### src/rtl/sgdm_pkg.sv
// Shared types, constants and saturating arithmetic for the SGD momentum update block.
package sgdm_pkg;

    // Fixed point format of weights, gradients and velocities.
    localparam int DATA_BITS        = 32;
    localparam int FRAC_BITS        = 24;
    localparam int PROD_BITS        = 2 * DATA_BITS;
    localparam int COEF_BITS        = 31;
    localparam int INDEX_BITS       = 12;
    localparam int CFG_INDEX_BITS   = 2;
    localparam int NUM_ELEMENTS_DEF = 4096;

    typedef logic signed [DATA_BITS-1:0] t_data;
    typedef logic signed [PROD_BITS-1:0] t_prod;
    typedef logic [COEF_BITS-1:0]        t_coef;

    localparam t_data DATA_MAX = {1'b0, {(DATA_BITS-1){1'b1}}};
    localparam t_data DATA_MIN = {1'b1, {(DATA_BITS-1){1'b0}}};
    localparam t_coef LR_RESET = COEF_BITS'(167772);

    // Configuration register indexes.
    typedef enum logic [CFG_INDEX_BITS-1:0] {
        CFG_LEARNING_RATE = 2'd0,
        CFG_MOMENTUM_COEF = 2'd1,
        CFG_DECAY_COEF    = 2'd2,
        CFG_NESTEROV_ON   = 2'd3
    } t_cfg_reg;

    // A saturated value together with its clip flag.
    typedef struct packed {
        logic  clip;
        t_data val;
    } t_sat;

    // One result beat.
    typedef struct packed {
        logic  saturated;
        t_data weight;
    } t_result;

    // Signed value times unsigned coefficient, full width.
    function automatic t_prod mul_coef(input t_data a, input t_coef c);
        t_prod ae;
        t_prod ce;
        ae = t_prod'(a);
        ce = t_prod'({1'b0, c});
        return ae * ce;
    endfunction

    // Floor shift of a product by the fraction width, then clip to the data range.
    function automatic t_sat sat_shift(input t_prod p);
        t_prod sh;
        t_sat  r;
        sh = p >>> FRAC_BITS;
        if ((~|sh[PROD_BITS-1:DATA_BITS-1]) || (&sh[PROD_BITS-1:DATA_BITS-1])) begin
            r.clip = 1'b0;
            r.val  = sh[DATA_BITS-1:0];
        end else begin
            r.clip = 1'b1;
            r.val  = sh[PROD_BITS-1] ? DATA_MIN : DATA_MAX;
        end
        return r;
    endfunction

    // Saturating sum.
    function automatic t_sat sat_add(input t_data a, input t_data b);
        logic [DATA_BITS:0] s;
        t_sat               r;
        s = {a[DATA_BITS-1], a} + {b[DATA_BITS-1], b};
        if (s[DATA_BITS] != s[DATA_BITS-1]) begin
            r.clip = 1'b1;
            r.val  = s[DATA_BITS] ? DATA_MIN : DATA_MAX;
        end else begin
            r.clip = 1'b0;
            r.val  = s[DATA_BITS-1:0];
        end
        return r;
    endfunction

    // Saturating difference.
    function automatic t_sat sat_sub(input t_data a, input t_data b);
        logic [DATA_BITS:0] s;
        t_sat               r;
        s = {a[DATA_BITS-1], a} - {b[DATA_BITS-1], b};
        if (s[DATA_BITS] != s[DATA_BITS-1]) begin
            r.clip = 1'b1;
            r.val  = s[DATA_BITS] ? DATA_MIN : DATA_MAX;
        end else begin
            r.clip = 1'b0;
            r.val  = s[DATA_BITS-1:0];
        end
        return r;
    endfunction

endpackage

### src/rtl/sgdm_skid.sv
// Output register with one skid entry between the pipeline and the result channel.
module sgdm_skid (
    input  logic             i_clk,
    input  logic             i_rst_n,
    input  logic             i_push,
    input  sgdm_pkg::t_result i_data,
    input  logic             i_stall,
    output logic             o_valid,
    output sgdm_pkg::t_result o_data,
    output logic             o_full
);

    logic              r_out_valid;
    sgdm_pkg::t_result r_out_data;
    logic              r_skid_valid;
    sgdm_pkg::t_result r_skid_data;
    logic              w_slot_free;

    // The output slot is free when empty or when its beat is taken this cycle.
    assign w_slot_free = !r_out_valid || !i_stall;

    // Valid flags of the two entries.
    always_ff @(posedge i_clk) begin
        if (!i_rst_n) begin
            r_out_valid  <= 1'b0;
            r_skid_valid <= 1'b0;
        end else if (w_slot_free) begin
            if (r_skid_valid) begin
                r_out_valid  <= 1'b1;
                r_skid_valid <= 1'b0;
            end else begin
                r_out_valid <= i_push;
            end
        end else if (i_push) begin
            r_skid_valid <= 1'b1;
        end
    end

    // Payload of the two entries.
    always_ff @(posedge i_clk) begin
        if (w_slot_free) begin
            if (r_skid_valid) begin
                r_out_data <= r_skid_data;
            end else if (i_push) begin
                r_out_data <= i_data;
            end
        end else if (i_push) begin
            r_skid_data <= i_data;
        end
    end

    assign o_valid = r_out_valid;
    assign o_data  = r_out_data;
    assign o_full  = r_skid_valid;

endmodule

### config.mk
export PLATFORM = sky130hd
export DESIGN_NAME = sgdm_skid
export DESIGN_NICKNAME = d
export VERILOG_FILES = /design/src/rtl/sgdm_pkg.sv /design/src/rtl/sgdm_skid.sv
export SDC_FILE = /design/constraint.sdc
export NUM_CORES = 1
export LEC_CHECK = 0
export BUFFER_PORTS_ARGS = -buffer_cell sky130_fd_sc_hd__buf_2
export CAP_MARGIN = 40
export CORE_UTILIZATION = 25
export DETAILED_ROUTE_END_ITERATION = 12
export PLACE_DENSITY = 0.44
export SLEW_MARGIN = 5
export SYNTH_ARGS = -nofsm -noshare
export SYNTH_HDL_FRONTEND = slang
export SYNTH_SLANG_ARGS = --single-unit
export TNS_END_PERCENT = 10
### constraint.sdc
create_clock -name i_clk -period 3.6 [get_ports i_clk]
set_input_delay 0.72 -clock i_clk [delete_from_list [all_inputs] [get_ports i_clk]]
set_output_delay 0.72 -clock i_clk [all_outputs]
set_load 0.02 [all_outputs]
==> results.json, run 1 <==
{
  "clock.fmax_mhz": 446.4,
  "synth.mux.area_fraction_pct": 18.34,
  "critical_path.startpoint_type": "flip-flop",
  "worstSetupEndpointType": "primary output",
  "hold_end": "o_full",
  "antenna_violations_before_repair": 0,
  "setup_violations": 0,
  "drt.antenna.violating_nets": 0,
  "cts_post_setup_buffers_inserted": 0,
  "p_leak_nw": 1.240,
  "sw_frac_of_total_pct": 22.91,
  "final_common_cell": "sky130_fd_sc_hd__buf_2",
  "detailedRoute.firstPassIterationCount": 4,
  "most_frequent_cells_in_the_layout": "sky130_fd_sc_hd__buf_2 (71), sky130_fd_sc_hd__edfxtp_1 (66), sky130_fd_sc_hd__mux2_4 (29), sky130_fd_sc_hd__clkbuf_8 (9), sky130_fd_sc_hd__mux2_2 (4)",
  "r2r_cells": 3,
  "worst_hold_path_type": "flip-flop to flip-flop",
  "grtUsageMet2_pct": 14.14,
  "yosys.area_share.simple_pct": 1.289,
  "globalRouteTotalUtil_pct": 9.510,
  "ys_seq_elements": 68,
  "final_std_cell_area_no_fill_sq_mm": 0.003249,
  "crit_buf_inv": 2,
  "peakVddDrop_uv": 224.6,
  "critical_path.top_delay_family": "buffers and inverters",
  "timing.critical_path.slowest_cell_delay_ns": 0.51,
  "min_delay_path_depth": 2,
  "dp_hpwl_mm": 3.146,
  "cts_max_level": 3,
  "power.total_w": 0.001571,
  "fillers": 1019,
  "placementRows": 37,
  "grt_pass1_wl_mm": 7.548,
  "final_util_pct": 31.76,
  "synth_top_family_by_area": "multiplexers",
  "insertion_delay_ns": 0.34,
  "drt-vias-per-instance": 3.888,
  "grt_max_degree": 35,
  "hold_start": "o_valid",
  "synth.cell_area_sq_mm": 0.002620,
  "worst_slew_pin_slew_ns": 0.8163,
  "synth_compound_area_share_pct": 0.4776,
  "clk_root_buffer_cell": "sky130_fd_sc_hd__clkbuf_8",
  "finalNetCount": 228,
  "tritoncts_num_sinks": 68,
  "area_growth_pct": 24.02,
  "clockBufferDepth": 2,
  "post_cts_hold_buffer_count": 0,
  "numPortBuffers": 71,
  "critPathSlowestCell": "sky130_fd_sc_hd__buf_4",
  "crit_path_cell_trace": "buf_4, buf_2",
  "groute.layer.met1.usage_pct": 11.40,
  "tritoncts_clock_tree": "built",
  "synth.avg_cell_area_sq_um": 23.60,
  "clkTransAtPathRegs_ns": 0.07,
  "hold_viol": 0,
  "ff2ff_setup_slack_ns": 1.95,
  "p_int_w": 0.001211,
  "numCtsBuffers": 9,
  "drt_iter0_drc": 38,
  "r2r-start": "o_full",
  "power_switching_w": 0.0003599,
  "gate_power_share_pct": 9.2,
  "postRouteWirelength_mm": 4.836,
  "num_io_pins": 72,
  "outcome": "complete, no violations",
  "grt_pass1_vias": 1378,
  "synth_xor_xnor_area_share_pct": 0,
  "sequentialPowerShare_pct": 58.7,
  "synth_cells": 111,
  "grt_busiest_layer": "met2",
  "final-max-slew-violation-count": 0,
  "normalized_max_slew_margin_pct": 45.46,
  "synth.yosys.seq_area_share_pct": 77.17,
  "period_minus_slack_ns": 2.240,
  "initial_utilization_pct": 25.61,
  "die-area_sq_mm": 0.01089,
  "post_synth_fa_ha_maj_area_fraction_pct": 0,
  "groute.layer.met3.usage_pct": 3.759,
  "library_cells_used_by_synthesis": 12,
  "number_of_gates_given_a_new_drive_strength_after_cts": 0,
  "drt-wirelength-per-cell_microns": 14.65,
  "number_of_vias_after_detailed_routing": 1283,
  "timing.final.crit_share_pct": 62.23,
  "critPathArrivalTime_ns": 1.52,
  "layout-drive-gt1-share_pct": 63.40,
  "core_area_sq_mm": 0.01023,
  "grt_setup_unrepaired": "false",
  "rr_endpoint": "o_data[18]",
  "postPlaceCellArea_sq_mm": 0.003103,
  "critical_path_required_ns": 2.88,
  "maxCapViolations": 0,
  "clkPwrFrac_pct": 32.1,
  "critical_path.max_fanout": 34,
  "clock_skew_ns": 0.006988,
  "grt.overflow.total": 0,
  "remaining_drc_errors": 0,
  "die_span_y_microns": 104.4,
  "power.density_mw_per_mm2": 483.5,
  "gp_congestion": 0.6517,
  "ys_warn_count": 0,
  "worst-setup-path-type": "flip-flop to primary output",
  "totalNegativeSetupSlack_ns": 0,
  "fp.dieW_microns": 104.4,
  "n_antenna_cell": 0,
  "postSynthNetCount": 148
}
-- area by class of cell --
type / instances / area (sq um) / share of cell area, %
Tap cell: 136 / 170.2 / 5.237
Timing Repair Buffer: 73 / 370.4 / 11.40
Multi-Input combinational cell: 39 / 539.3 / 16.60
Clock inverter: 4 / 18.77 / 0.5776
Sequential cell: 68 / 2023 / 62.26
Clock buffer: 10 / 127.6 / 3.928
-- per-layer routing --
| layer | part of all wire, % | wire length [microns] |
|---|---|---|
| met3 | 7.9 | 383 |
| met2 | 44 | 2136 |
| met4 | 2.7 | 129 |
| met1 | 45 | 2186 |
| met5 | 0 | 0 |
-- power groups by stage --
stage | Sequential (W) | Clock [W] | Combinational [W]
2_1_floorplan | 0.000973 | 0 | 0.0000525
5_1_grt | 0.000925 | 0.000549 | 0.000157
3_5_place_dp | 0.000939 | 0 | 0.000149
3_3_place_gp | 0.000940 | 0 | 0.000148
4_1_cts | 0.000923 | 0.000522 | 0.000149
6_report | 0.000922 | 0.000504 | 0.000145
-- kinds of logic (layout without fill, tap and decap cells) --
| family | count (synthesis) | count (layout) |
|---|---|---|
| multiplexers | 33 | 33 |
| AND/OR/NAND/NOR | 4 | 4 |
| AO/OA/AOI/OAI | 2 | 2 |
| flip-flops | 68 | 68 |
| buffers and inverters | 4 | 87 |
-- flip-flops by register name, summed over array words and instances, names as in the netlist --
name         cells
r_skid_data     33
o_data          33
o_full           1
o_valid          1
-- worst max path at each step --
stage	start	to	slack, ns	depth (start not counted)
after floorplan	o_full	o_data[0]	0.71	4
after global placement	i_stall	o_data[10]	1.43	3
after detailed placement	i_stall	o_data[10]	1.41	3
after CTS	o_full	o_full	1.33	2
after global routing	o_full	o_full	1.29	2
final	o_full	o_full	1.36	2
-- synth_stat cells --
| cell | instances | area (sq um) |
|---|---|---|
| sky130_fd_sc_hd__a21boi_0 | 1 | 7.510 |
| sky130_fd_sc_hd__mux2_2 | 4 | 45.04 |
| sky130_fd_sc_hd__nor2_4 | 1 | 11.26 |
| sky130_fd_sc_hd__nor3b_2 | 1 | 12.51 |
| sky130_fd_sc_hd__edfxtp_1 | 66 | 1982 |
| sky130_fd_sc_hd__a21oi_1 | 1 | 5.000 |
| sky130_fd_sc_hd__buf_12 | 3 | 60.06 |
| sky130_fd_sc_hd__buf_6 | 1 | 11.26 |
| sky130_fd_sc_hd__dfxtp_1 | 2 | 40.04 |
| sky130_fd_sc_hd__and3_1 | 1 | 6.260 |
| sky130_fd_sc_hd__mux2_4 | 29 | 435.4 |
| sky130_fd_sc_hd__nand2_1 | 1 | 3.750 |
-- worst min-delay path: stages, from the launching register on --
cell and delay [ns]:
sky130_fd_sc_hd__dfxtp_1 0.35, sky130_fd_sc_hd__nand2_1 0.11, sky130_fd_sc_hd__nor3b_2 0.05
-- metrics by stage --
step / cells / hold WS, ns / worst slack [ns]
floorplan: 111 / 0.5231 / 0.7142
global placement: 316 / 0.5227 / 1.427
detailed placement: 316 / 0.5349 / 1.406
CTS: 330 / 0.5466 / 1.327
global route: 330 / 0.5514 / 1.290
finish: 330 / 0.5399 / 1.360
Power figures use the tool's default switching activity.
==> run 2: changes to the inputs <==
Settings changed: ABC_AREA set to 1, PLACE_DENSITY 0.44 to 0.46.
Clock period 3.6 ns to 1.95 ns, I/O delays scaled along.
==> results.json, run 2 <==
{
  "timing.critical_path.slowest_cell_delay_ns": 0.49,
  "synth.cell_area_sq_mm": 0.002515,
  "drt-wirelength-per-cell_microns": 11.35,
  "number_of_vias_after_detailed_routing": 1487,
  "post_cts_hold_buffer_count": 0,
  "drt_iter0_drc": 75,
  "clock.fmax_mhz": 682.9,
  "gp_congestion": 0.6312,
  "hold_viol": 0,
  "ff2ff_setup_slack_ns": 0.57,
  "grt_setup_unrepaired": "false",
  "maxCapViolations": 0,
  "worst_slew_pin_slew_ns": 0.4262,
  "r2r_cells": 2,
  "synth.top_cells.by_area": "sky130_fd_sc_hd__edfxtp_1 (79%), sky130_fd_sc_hd__o21ai_0 (6.2%), sky130_fd_sc_hd__nand2_1 (5.1%), sky130_fd_sc_hd__inv_1 (4.9%), sky130_fd_sc_hd__dfxtp_1 (1.6%)",
  "fp.dieW_microns": 102.3,
  "ys_seq_elements": 68,
  "insertion_delay_ns": 0.34,
  "most_frequent_cells_in_the_layout": "sky130_fd_sc_hd__buf_2 (71), sky130_fd_sc_hd__edfxtp_1 (66), sky130_fd_sc_hd__nand2_1 (34), sky130_fd_sc_hd__inv_1 (33), sky130_fd_sc_hd__o21ai_0 (31)",
  "async_reset_ff_share_pct": 0,
  "critPathArrivalTime_ns": 1.07,
  "grt.overflow.total": 0,
  "postRouteWirelength_mm": 4.505,
  "gate_power_share_pct": 7.8,
  "worst_hold_path_type": "primary input to flip-flop",
  "crit_end": "o_full",
  "period_minus_slack_ns": 1.464,
  "final_util_pct": 33.33,
  "worst-setup-path-type": "flip-flop to primary output",
  "sw_frac_of_total_pct": 21.88,
  "peakVddDrop_uv": 298.9,
  "antenna_violations_before_repair": 0,
  "post-synth-top-area-cell": "sky130_fd_sc_hd__edfxtp_1",
  "rr_endpoint": "o_data[12]",
  "p_int_w": 0.002491,
  "cts_post_setup_buffers_inserted": 0,
  "postSynth.topFlopCell": "sky130_fd_sc_hd__edfxtp_1",
  "die_span_y_microns": 102.3,
  "critical_path_required_ns": 1.56,
  "die-area_sq_mm": 0.01046,
  "worstSetupEndpointType": "primary output",
  "outcome": "complete, no violations",
  "final-max-slew-violation-count": 0,
  "postSynthNetCount": 218,
  "crit_buf_inv": 1,
  "fin_worst_hold_slack_ns": 0.2390,
  "number_of_gates_given_a_new_drive_strength_after_cts": 0,
  "instances_no_fill": 397,
  "numCtsBuffers": 9,
  "clockBufferDepth": 2,
  "timing.critical_path.depth": 1,
  "layout-drive-gt1-share_pct": 34.09,
  "multi_input_area_sq_um": 334.1,
  "drt-vias-per-instance": 3.746,
  "grt_pass1_wl_mm": 7.286,
  "synth.yosys.seq_area_share_pct": 80.40,
  "remaining_drc_errors": 0,
  "initial_utilization_pct": 25.73,
  "sequentialPowerShare_pct": 53.6,
  "critical_path.top_delay_family": "flip-flops",
  "dpl_ws_ns": 0.5226,
  "numPortBuffers": 71,
  "final_critical_path_setup_slack_ns": 0.4858,
  "timing.final.crit_share_pct": 75.09,
  "final_common_cell": "sky130_fd_sc_hd__buf_2",
  "tritoncts_num_sinks": 68,
  "fillers": 977,
  "normalized_max_slew_margin_pct": 71.59,
  "ys_warn_count": 0,
  "crit_path_start": "o_full",
  "clkTransAtPathRegs_ns": 0.08,
  "tritoncts_clock_tree": "built",
  "critical_path.max_fanout": 19,
  "synth.avg_cell_area_sq_um": 13.89,
  "critical_path.startpoint_type": "flip-flop",
  "core_area_sq_mm": 0.009774,
  "dp_hpwl_mm": 2.931,
  "clk_root_buffer_cell": "sky130_fd_sc_hd__clkbuf_8",
  "most_used_standard_cell_by_instance_count_after_synthesis": "sky130_fd_sc_hd__edfxtp_1",
  "critPathSlowestCell": "sky130_fd_sc_hd__dfxtp_2",
  "grt_max_degree": 52,
  "library_cells_used_by_synthesis": 14,
  "num_io_pins": 72,
  "p_leak_nw": 1.300,
  "power_switching_w": 0.0006976,
  "synth_commonest_cells": "sky130_fd_sc_hd__edfxtp_1 (66), sky130_fd_sc_hd__nand2_1 (34), sky130_fd_sc_hd__inv_1 (33), sky130_fd_sc_hd__o21ai_0 (31), sky130_fd_sc_hd__o21ai_1 (3)",
  "area_growth_pct": 29.55,
  "clock_skew_ns": 0.009287,
  "synth_cells": 181,
  "drt.antenna.violating_nets": 0,
  "post-place-cells": 381,
  "globalRouteTotalUtil_pct": 9.833,
  "synth.top_cell.area_share_pct": 78.81,
  "placementRows": 36,
  "cts_max_level": 3,
  "grt_pass1_vias": 1416,
  "totalNegativeSetupSlack_ns": 0,
  "detailedRoute.firstPassIterationCount": 4,
  "clkPwrFrac_pct": 38.5,
  "setup_violations": 0,
  "r2r-start": "o_full",
  "n_antenna_cell": 0,
  "crit_path_cell_trace": "buf_2",
  "count_of_flip_flops_with_a_built_in_enable_after_synthesis": 66,
  "ff_latch_area_sq_mm": 0.002023,
  "power.density_mw_per_mm2": 978.7,
  "finalNetCount": 296
}
-- run 2: changes by cell type after synthesis, sizes merged --
| cell | before | now |
|---|---|---|
| clkbuf | 0 | 2 |
| a21boi | 1 | 0 |
| nand2 | 1 | 34 |
| nor2 | 1 | 2 |
| inv | 0 | 33 |
| mux2 | 33 | 0 |
| nor3b | 1 | 0 |
| o21ai | 0 | 34 |
| nand3 | 0 | 1 |
| buf | 4 | 5 |
-- run 2: worst min-delay path by stage --
stage	startpoint	endpoint	slack, ns	cells past startpoint
floorplan	i_data[0]	r_skid_data[0]	0.49	0
global placement	r_skid_data[3]	o_data[3]	0.50	2
detailed placement	r_skid_data[17]	o_data[17]	0.51	2
CTS	i_data[13]	r_skid_data[13]	0.22	1
global route	i_data[13]	r_skid_data[13]	0.21	1
finish	i_data[13]	r_skid_data[13]	0.24	1
-- run 2: power groups by stage --
stage	sequential (W)	combinational, W	clock, W
floorplan	0.00181	0.0000650	0
global placement	0.00174	0.000254	0
detailed placement	0.00174	0.000257	0
CTS	0.00171	0.000258	0.00127
global route	0.00172	0.000281	0.00135
finish	0.00171	0.000250	0.00123
-- run 2: metrics by stage --
| stage | power, W | instance area (sq um) |
|---|---|---|
| 2_1_floorplan | 0.001874 | 2526 |
| 3_3_place_gp | 0.001997 | 3050 |
| 3_5_place_dp | 0.002000 | 3050 |
| 4_1_cts | 0.003234 | 3258 |
| 5_1_grt | 0.003351 | 3258 |
| 6_report | 0.003189 | 3258 |
-- run 2: cells by family (layout without fill, tap and decap cells) --
family / after synthesis / after routing / synth area share (%)
flip-flops: 68 / 68 / 80.40
buffers and inverters: 40 / 123 / 6.816
AND/OR/NAND/NOR: 38 / 38 / 5.821
AO/OA/AOI/OAI: 35 / 35 / 6.965
-- run 2: metal layers --
metal,GRT usage (%),part of all wire (%)
met1,12.28,45
met2,13.99,45
met3,4.720,7.8
met4,5.275,2.3
met5,0,0
-- run 2: area by class of cell --
cell class / count / area share [%]
timing repair buffer: 74 / 12.37
multi-input combinational: 73 / 10.25
tap: 133 / 5.108
clock inverter: 5 / 2.343
clock buffer: 11 / 4.032
inverter: 33 / 3.802
sequential: 68 / 62.10
